`src/hdl/mvm_pkg.sv`:
```
`timescale 1ns / 1ps
// ---------------------------------------------------------------------------
// mvm_pkg
// Shared sizes and the pipeline tag of the matrix-vector multiply stream.
// ---------------------------------------------------------------------------
package mvm_pkg;

	localparam int VECTOR_DEPTH = 1024;
	localparam int OPERAND_BITS = 16;

	localparam int VALUE_W = 16;
	localparam int CFG_W   = 11;
	localparam int SUM_W   = 48;
	localparam int ROW_W   = 16;
	localparam int PROD_W  = 2 * OPERAND_BITS;
	localparam int OUT_W   = SUM_W + ROW_W;

	localparam int IDX_W = (VECTOR_DEPTH > 1) ? $clog2(VECTOR_DEPTH) : 1;
	localparam int CNT_W = (CFG_W > IDX_W + 1) ? CFG_W : IDX_W + 1;

	localparam logic [CFG_W-1:0] COLUMN_COUNT_RESET = CFG_W'(1024);

	localparam logic FUNC_LOAD   = 1'b0;
	localparam logic FUNC_MATRIX = 1'b1;

	typedef struct packed {
		logic             valid;
		logic             load;
		logic             last;
		logic [ROW_W-1:0] row;
	} mvm_tag_t;

endpackage

```
`src/hdl/mvm_mac.sv`:
```
`timescale 1ns / 1ps
// ---------------------------------------------------------------------------
// mvm_mac
// Product stage, running-sum accumulator and the result register.
// ---------------------------------------------------------------------------
module mvm_mac import mvm_pkg::*; (
	input  logic                    clk,
	input  logic                    arst_n,
	input  mvm_tag_t                tag_s1,
	input  logic [OPERAND_BITS-1:0] a_s1,
	input  logic [OPERAND_BITS-1:0] b_s1,
	output logic                    en,
	output logic                    m_tvalid,
	input  logic                    m_tready,
	output logic [OUT_W-1:0]        m_tdata
);

	mvm_tag_t                  tag_s2;
	logic signed [PROD_W-1:0]  prod_s2;
	logic        [SUM_W-1:0]   sum_q;
	logic        [SUM_W-1:0]   sum_next;
	logic        [SUM_W-1:0]   out_sum_q;
	logic        [ROW_W-1:0]   out_row_q;
	logic                      out_valid_q;
	logic                      emit;

	assign emit     = tag_s2.valid && !tag_s2.load && tag_s2.last;
	assign en       = !(out_valid_q && !m_tready && emit);
	assign sum_next = sum_q + SUM_W'(prod_s2);

	always_ff @(posedge clk or negedge arst_n) begin
		if (!arst_n) begin
			tag_s2 <= '0;
		end else if (en) begin
			tag_s2 <= tag_s1;
		end
	end

	always_ff @(posedge clk) begin
		if (en) begin
			prod_s2 <= $signed(a_s1) * $signed(b_s1);
		end
	end

	always_ff @(posedge clk or negedge arst_n) begin
		if (!arst_n) begin
			sum_q       <= '0;
			out_valid_q <= 1'b0;
		end else begin
			if (out_valid_q && m_tready) begin
				out_valid_q <= 1'b0;
			end
			if (en && tag_s2.valid) begin
				if (tag_s2.load || tag_s2.last) begin
					sum_q <= '0;
				end else begin
					sum_q <= sum_next;
				end
				if (emit) begin
					out_valid_q <= 1'b1;
				end
			end
		end
	end

	always_ff @(posedge clk) begin
		if (en && emit) begin
			out_sum_q <= sum_next;
			out_row_q <= tag_s2.row;
		end
	end

	assign m_tvalid = out_valid_q;
	assign m_tdata  = {out_row_q, out_sum_q};

endmodule

```
`config.mk`:
```
export PLATFORM = sky130hd
export DESIGN_NAME = mvm_mac
export DESIGN_NICKNAME = d
export VERILOG_FILES = /design/src/hdl/mvm_pkg.sv /design/src/hdl/mvm_mac.sv
export SDC_FILE = /design/constraint.sdc
export NUM_CORES = 1
export LEC_CHECK = 0
export ABC_CLOCK_PERIOD_IN_PS = 7600
export BUFFER_PORTS_ARGS = -buffer_cell sky130_fd_sc_hd__buf_2
export CAP_MARGIN = 20
export CORE_ASPECT_RATIO = 1.5
export CORE_MARGIN = 3
export CORE_UTILIZATION = 30
export CTS_BUF_LIST = sky130_fd_sc_hd__clkbuf_2 sky130_fd_sc_hd__clkbuf_4 sky130_fd_sc_hd__clkbuf_8
export DETAILED_ROUTE_END_ITERATION = 16
export GPL_TIMING_DRIVEN = 0
export PLACE_DENSITY = 0.52
export SYNTH_ARGS = -nofsm -noshare
export SYNTH_HDL_FRONTEND = slang
export SYNTH_SLANG_ARGS = --single-unit
```
`constraint.sdc`:
```
create_clock -name clk -period 7.6 [get_ports clk]
set_input_delay 0.38 -clock clk [delete_from_list [all_inputs] [get_ports clk]]
set_output_delay 0.38 -clock clk [all_outputs]
set_load 0.02 [all_outputs]
```
======== Word-level counts from Yosys, hierarchy flattened ========
Index checks and enable logic that the tools add are counted.
word-level totals
  register bits after elaboration ......... 164
  latch bits .............................. 0
  memory bits (writable) .................. 0
  bits in read-only memories .............. 0
  input bits .............................. 54
  output and inout bits ................... 66
  memories kept ........................... 0
cells by class
  add/sub/neg operators ................... 1
  $mul .................................... 1
  div/mod/pow operators ................... 0
  $lt $le $gt $ge ......................... 0
  eq/ne operators ......................... 0
  shift-type cells ........................ 0
  mux-type cells .......................... 4
  bitwise logic cells ..................... 0
  reductions and logical operators ........ 11
operators by type and width
  cell                          number
  adder 48 bit                  1
  two-way mux 48 bit            1
  multiplier 16 x 16 -> 32 bit  1
  logical AND 1 bit             7
  zero test 1 bit               3
  two-way mux 1 bit             3
  logical OR 1 bit              1

======== Depth between registers and ports, before layout ========
  depth in word-level cells ............... 7
  mapped depth ............................ 25
  gate-level depth less buffers ........... 24

======== Worst setup path before layout ========
OpenSTA, ideal clock, no wires.
  path kind ............................... input port to flip-flop
  start ................................... input port a_s1[11]
  end ..................................... register prod_s2[27] (data pin)
  setup time .............................. 259 ps
  arrival ................................. 5,823 ps
  required time ........................... 7,341 ps
  setup slack ............................. 1,518 ps
  cell stages on the path ................. 21
  cell sequence ........................... clkbuf_1 -> nand2_1 -> fa_1 -> fa_1 -> fa_1 -> inv_1 -> fa_1 -> fa_1 -> inv_1 -> fa_1 -> inv_1 -> ha_1 -> a21o_1 -> a21o_1 -> a21o_1 -> and3_1 -> o32a_1 -> a31o_1 -> a31o_1 -> a21oi_1 -> xnor2_1
between the ends
  longest elaborated chain between the ends .. 1
ends and longest elaborated chain
  element                       line           text
  start, declared               mvm_mac.sv:10  input logic [OPERAND_BITS-1:0] a_s1,
  multiplier 16 x 16 -> 32 bit  mvm_mac.sv:41  prod_s2 <= $signed(a_s1) * $signed(b_s1);
  end signal, assigned          mvm_mac.sv:41
  end, declared                 mvm_mac.sv:19  logic signed [PROD_W-1:0] prod_s2;
No other way between the ends.
A chain may end at the register's enable or synchronous reset.

======== Worst setup path in the final report ========
  start ................................... input port b_s1[7]
  end ..................................... register prod_s2[31] (data pin)
between the ends
  longest elaborated chain between the ends .. 1
ends and longest elaborated chain
  element                       line           text
  start, declared               mvm_mac.sv:11  input logic [OPERAND_BITS-1:0] b_s1,
  multiplier 16 x 16 -> 32 bit  mvm_mac.sv:41
No other way between the ends.

==> results.txt <==
Clock Tree Buf Depth: 2
Rows: 109
CTS tree: yes
final hold violations: 0
final instance area: 20000 sq um
RSZ-0062 raised after global routing: no
CTS resizes: 0
hold_ws: 0.0917 ns
initial antenna violation count: 1
DP HPWL: 40.6 mm
# IOs: 120
WP data required: 7.89 ns
first-pass GRT wire length: 77.6 mm
WS Path Type: primary input to flip-flop
CP Buf/Inv Count: 7
routed wire length per instance: 18.0 um
Mapped Cells: 1769
share of the synthesized area in the top cell type: 29.3%
CP top delay family: adder cells
worst skew pair latency: 0.49 ns
final cycle utilization of the critical path: 87.6%
number of global-route vias before repair: 14.3k
Yosys cell types: 69
final net count: 2358
number of max-cap violations: 0
Area growth, synth to finish: 11.6%
slowest stage cell on the critical path: fa_1
Final ANT Viol Nets: 0
register area share after synthesis: 25.5%
clock sink count: 164
actual slew at the worst max-slew pin: 0.930 ns
Worst-path clk slew: 0.10 ns
status: completed
Most common cell on crit path: fa_1
clock buffer count from CTS: 17
GRT Total Usage: 15.9%
Max-slew headroom: 37.5%
fin crit period: 6.66 ns
ys flop type: edfxtp_1
Layout Skew: 0.0220 ns
Critical Path Sink Type: flip-flop
Syn Nets: 2215
Initial Util: 30.4%
CP Cell Sequence: buf_2 -> clkbuf_1 -> nand2_1 -> fa_1 -> inv_1 -> fa_1 -> inv_1 -> fa_1 -> inv_1 -> fa_1 -> fa_1 -> inv_1 -> fa_1 -> inv_1 -> ha_1 -> and3_1 -> nand2_1 -> a211oi_1 -> o32a_1 -> a31o_2 -> nand2_1 -> a311o_1 -> xnor2_1
largest net degree at the start of global routing: 53
Worst EP arrival: 6.95 ns
Async S/R FF share, synth: 41.5%
synthesized cell area: 18000 sq um
Synth area leaders: fa_1 (29%), edfxtp_1 (16%), dfrtp_1 (9.5%), ha_1 (9.0%), inv_1 (7.0%)
commonest cells after routing, fill and taps aside: inv_1 (333), fa_1 (263), nand2_1 (169), ha_1 (129), and2_1 (127)
pins over their slew limit: 0
worst-path maximum fanout: 10
Fmax: 150 MHz
number of H-tree levels: 4
final wirelength: 48.6 mm
commonest non-fill, non-tap cell in the layout: inv_1
total number of vias: 12.8k
Syn Area/Cell: 10.1 sq um
final design utilization: 33.9%
cell taking the most area after synthesis: fa_1
placer congestion estimate: 0.890
residual DRC count: 0
HP Class: primary input to flip-flop
Seq cells post-synth: 164
Syn. warnings: 0
1st-iter DRT viols: 520
r2r setup slk: 3.74 ns
post-detailed-route via-to-cell ratio: 4.72
setup violators final: 0
Die Y: 306 um
DP Area: 19600 sq um
ratio of cells with drive above 1 in the final layout: 9.66%
EDFF count, synth: 96
grt ovf: 0
Buffers on Ports: 119
DRT Pass-1 Iters: 5
Root Driver: clkbuf_8
Worst path max stage delay: 0.58 ns
crit path launch type: primary input
core area: 59100 sq um
Die W: 206 um
TNS Setup: 0 ns
die area: 62900 sq um
worst register-to-register path, stage by stage (launching register included):
cell      delay (ns)
edfxtp_1        0.40
ha_1            0.25
inv_1           0.08
fa_1            0.19
nand2b_1        0.14
a21oi_1         0.12
o211ai_1        0.47
a21oi_1         0.20
o31a_1          0.39
o31ai_1         0.81
o21ba_2         0.33
o21bai_1        0.09
xor2_1          0.15
state kept, by name (all words and copies together) (netlist names):
| register | count |
|---|---|
| tag_s2 | 19 |
| m_tvalid | 1 |
| out_row_q | 16 |
| sum_q | 48 |
| out_sum_q | 48 |
| prod_s2 | 32 |
cells by family (layout without fill, tap and decap cells):
| logic type | count (synthesis) | in the layout | synth area share [%] |
|---|---|---|---|
| and+or+nand+nor | 452 | 452 | 12.6 |
| buffers and inverters | 398 | 554 | 8.33 |
| adders and majority gates | 392 | 392 | 38.3 |
| AOI/OAI and AO/OA | 268 | 268 | 10.3 |
| DFF | 164 | 164 | 25.5 |
| xor gates and xnor gates | 79 | 79 | 3.85 |
| muxes | 16 | 16 | 1.00 |
| other | 0 | 1 | 0 |
repair_timing:
action                     4_1_cts  5_1_grt
hold buffers                     1        0
hold endpoints to repair        16        0
buffers inserted                 0        0
setup endpoints to repair        0        0
metal layers:
metal  track usage, %  vias to the layer above  part of all wire, %
li1                 -                     5981                    -
met1             16.8                     6385                   37
met2             30.9                      295                   55
met4             7.46                        0                  4.7
met3             1.84                      104                  3.6
met5                0                        -                    0
per-stage QoR:
step	worst slack, ns	cells
3_3_place_gp	0.448	2665
2_1_floorplan	1.52	1769
4_1_cts	0.921	2702
5_1_grt	0.718	2703
3_5_place_dp	0.401	2669
6_report	0.944	2703
cells in the mapped netlist (11+ instances only):
master / instances
nand4_1: 15
and2_1: 127
mux2_2: 16
clkbuf_1: 62
nor2_1: 58
edfxtp_1: 96
a21oi_1: 70
fa_1: 263
o21ai_0: 20
xnor2_1: 57
nor3_1: 16
inv_1: 333
ha_1: 129
nand2_1: 169
o21bai_1: 11
nand3_1: 16
a21o_1: 44
a22o_1: 43
xor2_1: 22
o21ai_1: 16
dfrtp_1: 68
and3_1: 12
cell type report:
type / instances / area [sq um]
multi-input combinational: 1207 / 11900
clock inverter: 15 / 163
sequential: 164 / 4580
inverter: 333 / 1250
clock buffer: 17 / 234
tap: 777 / 972
buffer: 65 / 245
antenna: 1 / 2.50
fill: 6017 / 39000
timing repair buffer: 124 / 703
final timing paths:
check	start	endpoint	cells past startpoint
setup / recovery	b_s1[7]	prod_s2[31]$_DFFE_PN_	23
hold / removal	tag_s1[18]	tag_s2[18]$_DFFE_PN0N_	2
setup reg to reg	prod_s2[0]$_DFFE_PN_	out_sum_q[42]$_DFFE_PP_	12
hold reg to reg	tag_s2[4]$_DFFE_PN0N_	out_row_q[4]$_DFFE_PP_	0
max in group asynchronous	arst_n	sum_q[3]$_DFFE_PN0P_	3
min in group asynchronous	arst_n	sum_q[34]$_DFFE_PN0P_	2
Power is left out: the tool's default activity adds up to more than one toggle a clock period on the data nets, which glitch-free logic cannot reach.
