<file path="src/hdl/mvm_pkg.sv">
`timescale 1ns / 1ps
// ---------------------------------------------------------------------------
// mvm_pkg
// Shared sizes and the pipeline tag of the matrix-vector multiply stream.
// ---------------------------------------------------------------------------
package mvm_pkg;

	localparam int VECTOR_DEPTH = 1024;
	localparam int OPERAND_BITS = 16;

	localparam int VALUE_W = 16;
	localparam int CFG_W   = 11;
	localparam int SUM_W   = 48;
	localparam int ROW_W   = 16;
	localparam int PROD_W  = 2 * OPERAND_BITS;
	localparam int OUT_W   = SUM_W + ROW_W;

	localparam int IDX_W = (VECTOR_DEPTH > 1) ? $clog2(VECTOR_DEPTH) : 1;
	localparam int CNT_W = (CFG_W > IDX_W + 1) ? CFG_W : IDX_W + 1;

	localparam logic [CFG_W-1:0] COLUMN_COUNT_RESET = CFG_W'(1024);

	localparam logic FUNC_LOAD   = 1'b0;
	localparam logic FUNC_MATRIX = 1'b1;

	typedef struct packed {
		logic             valid;
		logic             load;
		logic             last;
		logic [ROW_W-1:0] row;
	} mvm_tag_t;

endpackage

</file>
<file path="src/hdl/mvm_seq.sv">
`timescale 1ns / 1ps
// ---------------------------------------------------------------------------
// mvm_seq
// Column-count register, load and column positions, row counter and the
// vector store access for each accepted beat.
// ---------------------------------------------------------------------------
module mvm_seq import mvm_pkg::*; (
	input  logic                    clk,
	input  logic                    arst_n,
	input  logic                    en,
	input  logic                    cfg_valid,
	output logic                    cfg_ready,
	input  logic [CFG_W-1:0]        cfg_data,
	input  logic                    accept,
	input  logic                    func,
	input  logic [OPERAND_BITS-1:0] operand,
	output logic                    ram_we,
	output logic                    ram_re,
	output logic [IDX_W-1:0]        ram_waddr,
	output logic [IDX_W-1:0]        ram_raddr,
	output logic [OPERAND_BITS-1:0] ram_wdata,
	output mvm_tag_t                tag_s1,
	output logic [OPERAND_BITS-1:0] a_s1
);

	localparam logic [CNT_W-1:0] DEPTH_CNT = CNT_W'(VECTOR_DEPTH);

	logic [CFG_W-1:0] column_count_q;
	logic [IDX_W-1:0] load_pos_q;
	logic [IDX_W-1:0] col_pos_q;
	logic [ROW_W-1:0] row_q;
	logic [CNT_W-1:0] cnt_ext;
	logic [CNT_W-1:0] cols;
	logic [CNT_W-1:0] load_next;
	logic [CNT_W-1:0] col_next;
	logic             is_load;
	logic             row_end;

	assign cfg_ready = 1'b1;

	always_ff @(posedge clk or negedge arst_n) begin
		if (!arst_n) begin
			column_count_q <= COLUMN_COUNT_RESET;
		end else if (cfg_valid) begin
			column_count_q <= cfg_data;
		end
	end

	always_comb begin
		cnt_ext = CNT_W'(column_count_q);
		if (column_count_q == '0) begin
			cols = CNT_W'(1);
		end else if (cnt_ext > DEPTH_CNT) begin
			cols = DEPTH_CNT;
		end else begin
			cols = cnt_ext;
		end
		load_next = CNT_W'(load_pos_q) + CNT_W'(1);
		col_next  = CNT_W'(col_pos_q) + CNT_W'(1);
		row_end   = (col_next >= cols);
	end

	assign is_load   = (func == FUNC_LOAD);
	assign ram_we    = accept && is_load;
	assign ram_re    = accept && !is_load;
	assign ram_waddr = load_pos_q;
	assign ram_raddr = col_pos_q;
	assign ram_wdata = operand;

	always_ff @(posedge clk or negedge arst_n) begin
		if (!arst_n) begin
			load_pos_q <= '0;
			col_pos_q  <= '0;
			row_q      <= '0;
			tag_s1     <= '0;
		end else if (en) begin
			tag_s1.valid <= accept;
			if (accept) begin
				tag_s1.load <= is_load;
				tag_s1.last <= row_end;
				tag_s1.row  <= row_q;
				if (is_load) begin
					load_pos_q <= (load_next >= cols) ? '0 : load_next[IDX_W-1:0];
					col_pos_q  <= '0;
					row_q      <= '0;
				end else if (row_end) begin
					col_pos_q <= '0;
					row_q     <= row_q + ROW_W'(1);
				end else begin
					col_pos_q <= col_next[IDX_W-1:0];
				end
			end
		end
	end

	always_ff @(posedge clk) begin
		if (en && accept) begin
			a_s1 <= operand;
		end
	end

endmodule

</file>
<file path="config.mk">
export PLATFORM = sky130hd
export DESIGN_NAME = mvm_seq
export DESIGN_NICKNAME = d
export VERILOG_FILES = /design/src/hdl/mvm_pkg.sv /design/src/hdl/mvm_seq.sv
export SDC_FILE = /design/constraint.sdc
export NUM_CORES = 1
export LEC_CHECK = 0
export ABC_AREA = 1
export ABC_CLOCK_PERIOD_IN_PS = 2710
export BUFFER_PORTS_ARGS = -buffer_cell sky130_fd_sc_hd__buf_2
export CAP_MARGIN = 20
export CORE_MARGIN = 3
export CORE_UTILIZATION = 54
export CTS_CLUSTER_SIZE = 16
export DETAILED_ROUTE_END_ITERATION = 10
export PLACE_DENSITY = 0.92
export SLEW_MARGIN = 30
export SYNTH_ARGS = -nofsm -noshare
export SYNTH_HDL_FRONTEND = slang
export SYNTH_SLANG_ARGS = --single-unit
export TNS_END_PERCENT = 10
</file>
<file path="constraint.sdc">
create_clock -name clk -period 2.71 [get_ports clk]
set_input_delay 0.542 -clock clk [delete_from_list [all_inputs] [get_ports clk]]
set_output_delay 0.542 -clock clk [all_outputs]
set_load 0.1 [all_outputs]
</file>
Word-level counts from Yosys, hierarchy flattened

Cells that the tools add are included.

Register bits after elaboration: 82
Output and inout port bits: 74

Add/sub/neg operators: 3
$lt $le $gt $ge: 3
Eq/ne operators: 1
Multiplexer cells: 7
Bitwise gates (word level): 1
Reductions and logical operators: 7

Operators with widths:

| operator                                                                 | number |
|---|---|
| 16-bit two-way mux                                                       | 2 |
| 10-bit two-way mux                                                       | 3 |
| 10-bit by 1-bit adder with 11-bit output (second input constant)         | 2 |
| 11-bit >= comparator                                                     | 2 |
| 11-bit two-way mux                                                       | 2 |
| 16-bit by 1-bit adder with 16-bit output (second input constant)         | 1 |
| 11-bit > comparator (second input constant)                              | 1 |
| 11-bit zero test                                                         | 1 |
| 3-bit AND reduction                                                      | 2 |
| 1-bit logical AND                                                        | 3 |
| 2-bit by 1-bit inequality test with 1-bit output (second input constant) | 1 |
| 2-bit AND reduction                                                      | 1 |
| 1-bit NOT                                                                | 1 |

Logic depth before layout (Yosys ltp)

Depth after elaboration: 6
Mapped depth: 18
Gate-level depth less buffers: 18

Worst setup path after synthesis

OpenSTA, ideal clock, no wires.

Path type: register -> register
Start point: register col_pos_q[0] (netlist: ram_raddr[0])
End point: register row_q[8]
Library setup time: 0.117 ns
Data arrival time: 3.129 ns
Data required time: 2.593 ns
Slack: -0.535 ns
Cell stages (with the launch flop): 17
Clock period less this slack: 3.245 ns
Path through: dfrtp_1 -> ha_1 -> nand3_1 -> nor2_1 -> nand3_1 -> xor2_1 -> inv_1 -> ha_1 -> nand2_1 -> nand2_1 -> a21oi_2 -> nand2_1 -> o21bai_4 -> nand2_2 -> buf_6 -> nand2_1 -> nand2_1

Word-level cells in the longest chain between the ends: 4

Ends and longest elaborated chain:

| item                                                       | RTL line      | source |
|---|---|---|
| start, declared                                            | mvm_seq.sv:30 | `logic [IDX_W-1:0] col_pos_q;` |
| start signal, assigned                                     | mvm_seq.sv:90 | `col_pos_q <= col_next[IDX_W-1:0];` |
| 10-bit by 1-bit adder with 11-bit output                   | mvm_seq.sv:59 | `col_next = CNT_W'(col_pos_q) + CNT_W'(1);` |
| 11-bit >= comparator                                       | mvm_seq.sv:60 | `row_end = (col_next >= cols);` |
| 2-bit by 1-bit inequality test with 1-bit output (no line) | n/a           |  |
| 3-bit AND reduction (no line)                              | n/a           |  |
| end signal, assigned                                       | mvm_seq.sv:88 | `row_q <= row_q + ROW_W'(1);` |
| end, declared                                              | mvm_seq.sv:31 | `logic [ROW_W-1:0] row_q;` |

No other way between the ends.
A chain may end at the register's enable or synchronous reset.

Final worst setup path

Start point: register column_count_q[9] (netlist: cnt_ext[9])
End point: register row_q[4]

Word-level cells in the longest chain between the ends: 6
Elaborated cells on any way between the ends: 7

Ends and longest elaborated chain:

| item                                                         | RTL line      | source |
|---|---|---|
| start, declared                                              | mvm_seq.sv:28 | `logic [CFG_W-1:0] column_count_q;` |
| start signal, assigned                                       | mvm_seq.sv:45 | `column_count_q <= cfg_data;` |
| 11-bit > comparator                                          | mvm_seq.sv:53 | `end else if (cnt_ext > DEPTH_CNT) begin` |
| 11-bit two-way mux                                           | mvm_seq.sv:53 |  |
| 11-bit two-way mux *                                         | mvm_seq.sv:51 | `if (column_count_q == '0) begin` |
| 11-bit >= comparator *                                       | mvm_seq.sv:60 |  |
| 2-bit by 1-bit inequality test with 1-bit output (no line) * | n/a           |  |
| 3-bit AND reduction (no line) *                              | n/a           |  |

Mark *: on every way between the ends. The rest lies on a longest branch, timed or not.

==> summary.md <==
| Metric | Value |
|---|---|
| Outcome | `finished with violations` |
| Failing checks | `negative setup slack` |
| # fillers | `586` |
| Cell Pwr Density | `658 nW/um^2` |
| CTS tree | `yes` |
| Clock root cell | `clkbuf_8` |
| Post-route ant nets | `0` |
| Relative slew margins | `57.7%` |
| CP arrival | `3.07 ns` |
| Clock sinks | `slightly above 80` |
| Peak supply drop | `372 uV` |
| Final slew viol count | `0` |
| Total gr overflow | `0` |
| Sequential share of the synthesized area | `46.0%` |
| Post-layout util | `69.3%` |
| Leak | `3.05 nW` |
| Net switching power figure | `1.68 mW` |
| Initial antenna violation count | `0` |
| Most frequent cells in the layout | `178 x nand2_1, 105 x buf_2, 59 x inv_1, 54 x dfrtp_1, 38 x nor2_1` |
| Fin Clk Skew | `0.0119 ns` |
| Synth Instances | `574` |
| Fin cells | `789` |
| Layout area overhead | `23.9%` |
| GRT Total Usage | `around a quarter` |
| Cts hold-fix bufs | `0` |
| Initial DRC Count | `~550` |
| Synth cell types | `34` |
| PnR worst setup slack | `-0.108 ns` |
| Final min period | `2.82 ns` |
| Pint | `2.10 mW` |
| RSZ-0062 raised after global routing | `yes` |
| Pre-Repair DR Iteration Count | `8` |
| Ports | `107` |
| CTS buffer count | `9` |
| Starting Density | `between 50% and 60%` |
| Synth Warn # | `0` |
| Syn Area/Cell | `8.08 um^2` |
| Overall Power | `3.78 mW` |
| Combinational power share | `between 30% and 40%` |
| Kind of critical path | `reg2reg` |
| Core Footprint | `8300 um^2` |
| N_diodes | `0` |
| Layout cells sized above 1 | `between 30% and 40%` |
| # setup viols final | `18` |
| Req. time, crit path | `2.96 ns` |
| Final hold violation count | `0` |
| Least-Margin Pin Slew | `0.634 ns` |
| CP startpoint kind | `register` |
| Gp weighted congestion | `slightly above 0.9` |
| Max clock buf depth | `2` |
| Max cap viols | `0` |
| CP Max Fanout | `6` |
| Die area | `9740 um^2` |
| Drt total wl | `12.9 mm` |
| Sequential Power Share | `approximately 40%` |
| Mapped Nets | `around 630` |
| Largest net degree at the start of global routing | `44` |
| F_max | `355 MHz` |
| Placed insts | `757` |
| Sw Share | `44.5%` |
| Core Rows | `33` |
| DRC viols | `0` |
| First-pass GRT wire length | `18.6 mm` |
| Clock share of power | `24.4%` |
| Chip height | `98.7 um` |
| Period utilization | `104%` |
| Clk_lat worst skew | `0.36 ns` |
| Yosys reg bits | `82` |
| Critical path endpoint category | `register` |
| Clock transition at path regs | `0.09 ns` |
| Worst Hold Class | `in2async` |
| Via/cell ratio | `5.60` |
| Via Count | `4416` |
| Fin nets | `737` |
| Die Width | `98.7 um` |
| Post-Syn Area | `4640 um^2` |
| Commonest non-fill, non-tap cell in the layout | `nand2_1` |
| Vias in the first global route | `3947` |
| Htree depth | `3` |
| DP HPWL | `8.19 mm` |
| Routed length per placed instance | `16.3 um` |
| # port buffers | `105` |
cells by family (layout without fill, tap and decap cells):
family	count (synthesis)	after routing	synth area share, %
simple gates	304	306	28.0
compound gates	39	39	4.83
buf+inv	100	208	10.0
fa+ha+maj	25	25	6.74
flops	82	82	46.0
mux	1	1	0.216
xor+xnor	22	22	4.15
other cells	1	1	0.0808
per-layer routing:
layer  GRT usage (%)  part of all wire (%)
met1            31.8                    39
met2            37.9                    48
met3            2.83                   9.3
met4            9.56                   3.3
met5               0                     0
worst max-delay path, cell delays in order, from the launching register on:
cell and delay (ns):
dfrtp_1 0.39, inv_1 0.08, nand4_1 0.17, nor4_4 0.42, or2_4 0.29, nand2_2 0.11, ha_4 0.29, nand2_1 0.07
nor2_1 0.14, nand3_1 0.12, nand2_2 0.14, o21bai_4 0.09, buf_4 0.15, buf_6 0.13, nand3_2 0.06, nand2_1 0.07
state kept, by name (all words and copies together) (netlist names):
name / flops
tag_s1: 19
ram_waddr: 10
row_q: 16
ram_raddr: 10
a_s1: 16
cnt_ext: 11
worst paths after layout:
check,from,endpoint,slack [ns],cells after the start
worst max-delay path,cnt_ext[9],row_q[4],-0.11,15
worst min-delay path,arst_n,row_q[10],0.17,1
worst max register to register,cnt_ext[9],row_q[4],-0.11,15
worst min register to register,tag_s1[2],tag_s1[2],0.48,2
max in group asynchronous,arst_n,cnt_ext[10],1.84,2
min in group clk,operand[15],a_s1[15],0.36,1
stage by stage:
step	TNS, ns	setup WS (ns)	instance area (um^2)	hold WS [ns]
final	-1.32	-0.108	5750	0.166
after global routing	-3.67	-0.188	5750	0.195
after CTS	0	0.0190	5410	0.171
after detailed placement	0	0.00885	5180	0.464
after global placement	0	0.115	5180	0.461
after floorplan	-0.00123	-0.00123	4670	0.246
power by group through the flow:
stage | clock, mW | combinational, mW | sequential, mW
floorplan | 0 | 0.502 | 2.00
global placement | 0 | 1.21 | 1.49
detailed placement | 0 | 1.24 | 1.49
CTS | 0.926 | 1.25 | 1.47
global route | 0.980 | 1.45 | 1.49
finish | 0.924 | 1.39 | 1.47
repair_timing:
item / 4_1_cts / 5_1_grt
gates cloned: 0 / 3
buffers inserted: 0 / 13
pin swaps: 1 / 26
resized for setup: 5 / 50
hold endpoints to repair: 0 / 0
setup endpoints to repair: 16 / 37
cell usage after synthesis:
master | instances | area [um^2]
nand2_1 | 189 | 709
dfrtp_1 | 65 | 1630
inv_1 | 63 | 236
nor2_1 | 41 | 154
nand3_1 | 35 | 175
ha_1 | 25 | 313
o21ai_0 | 24 | 120
xor2_1 | 22 | 193
nand4_1 | 21 | 131
buf_4 | 17 | 128
edfxtp_1 | 16 | 480
buf_2 | 9 | 45.0
a21oi_1 | 6 | 30.0
clkbuf_1 | 5 | 18.8
nand2_2 | 5 | 31.3
nor3_1 | 5 | 25.0
o22ai_1 | 4 | 25.0
inv_2 | 3 | 11.3
a21oi_2 | 2 | 17.5
buf_6 | 2 | 22.5
nor2_2 | 2 | 12.5
clkinv_1 | 1 | 3.75
conb_1 | 1 | 3.75
dfstp_2 | 1 | 26.3
mux2i_1 | 1 | 10.0
nand3b_1 | 1 | 7.51
nor2_4 | 1 | 11.3
nor3_2 | 1 | 10.0
nor3b_4 | 1 | 18.8
nor4_1 | 1 | 6.26
o21a_1 | 1 | 7.51
o21ai_1 | 1 | 5.00
o21bai_4 | 1 | 18.8
or2_2 | 1 | 6.26
cell type report:
type | instances | area, um^2 | share of cell area, %
sequential | 82 | 2150 | 37.4
clock buffer | 9 | 124 | 2.15
tap | 105 | 131 | 2.28
clock inverter | 7 | 75.1 | 1.31
multi-input combinational | 394 | 2300 | 40.0
timing repair buffer | 125 | 716 | 12.4
inverter | 67 | 254 | 4.42
No activity file was read; power rests on OpenSTA's default activity.
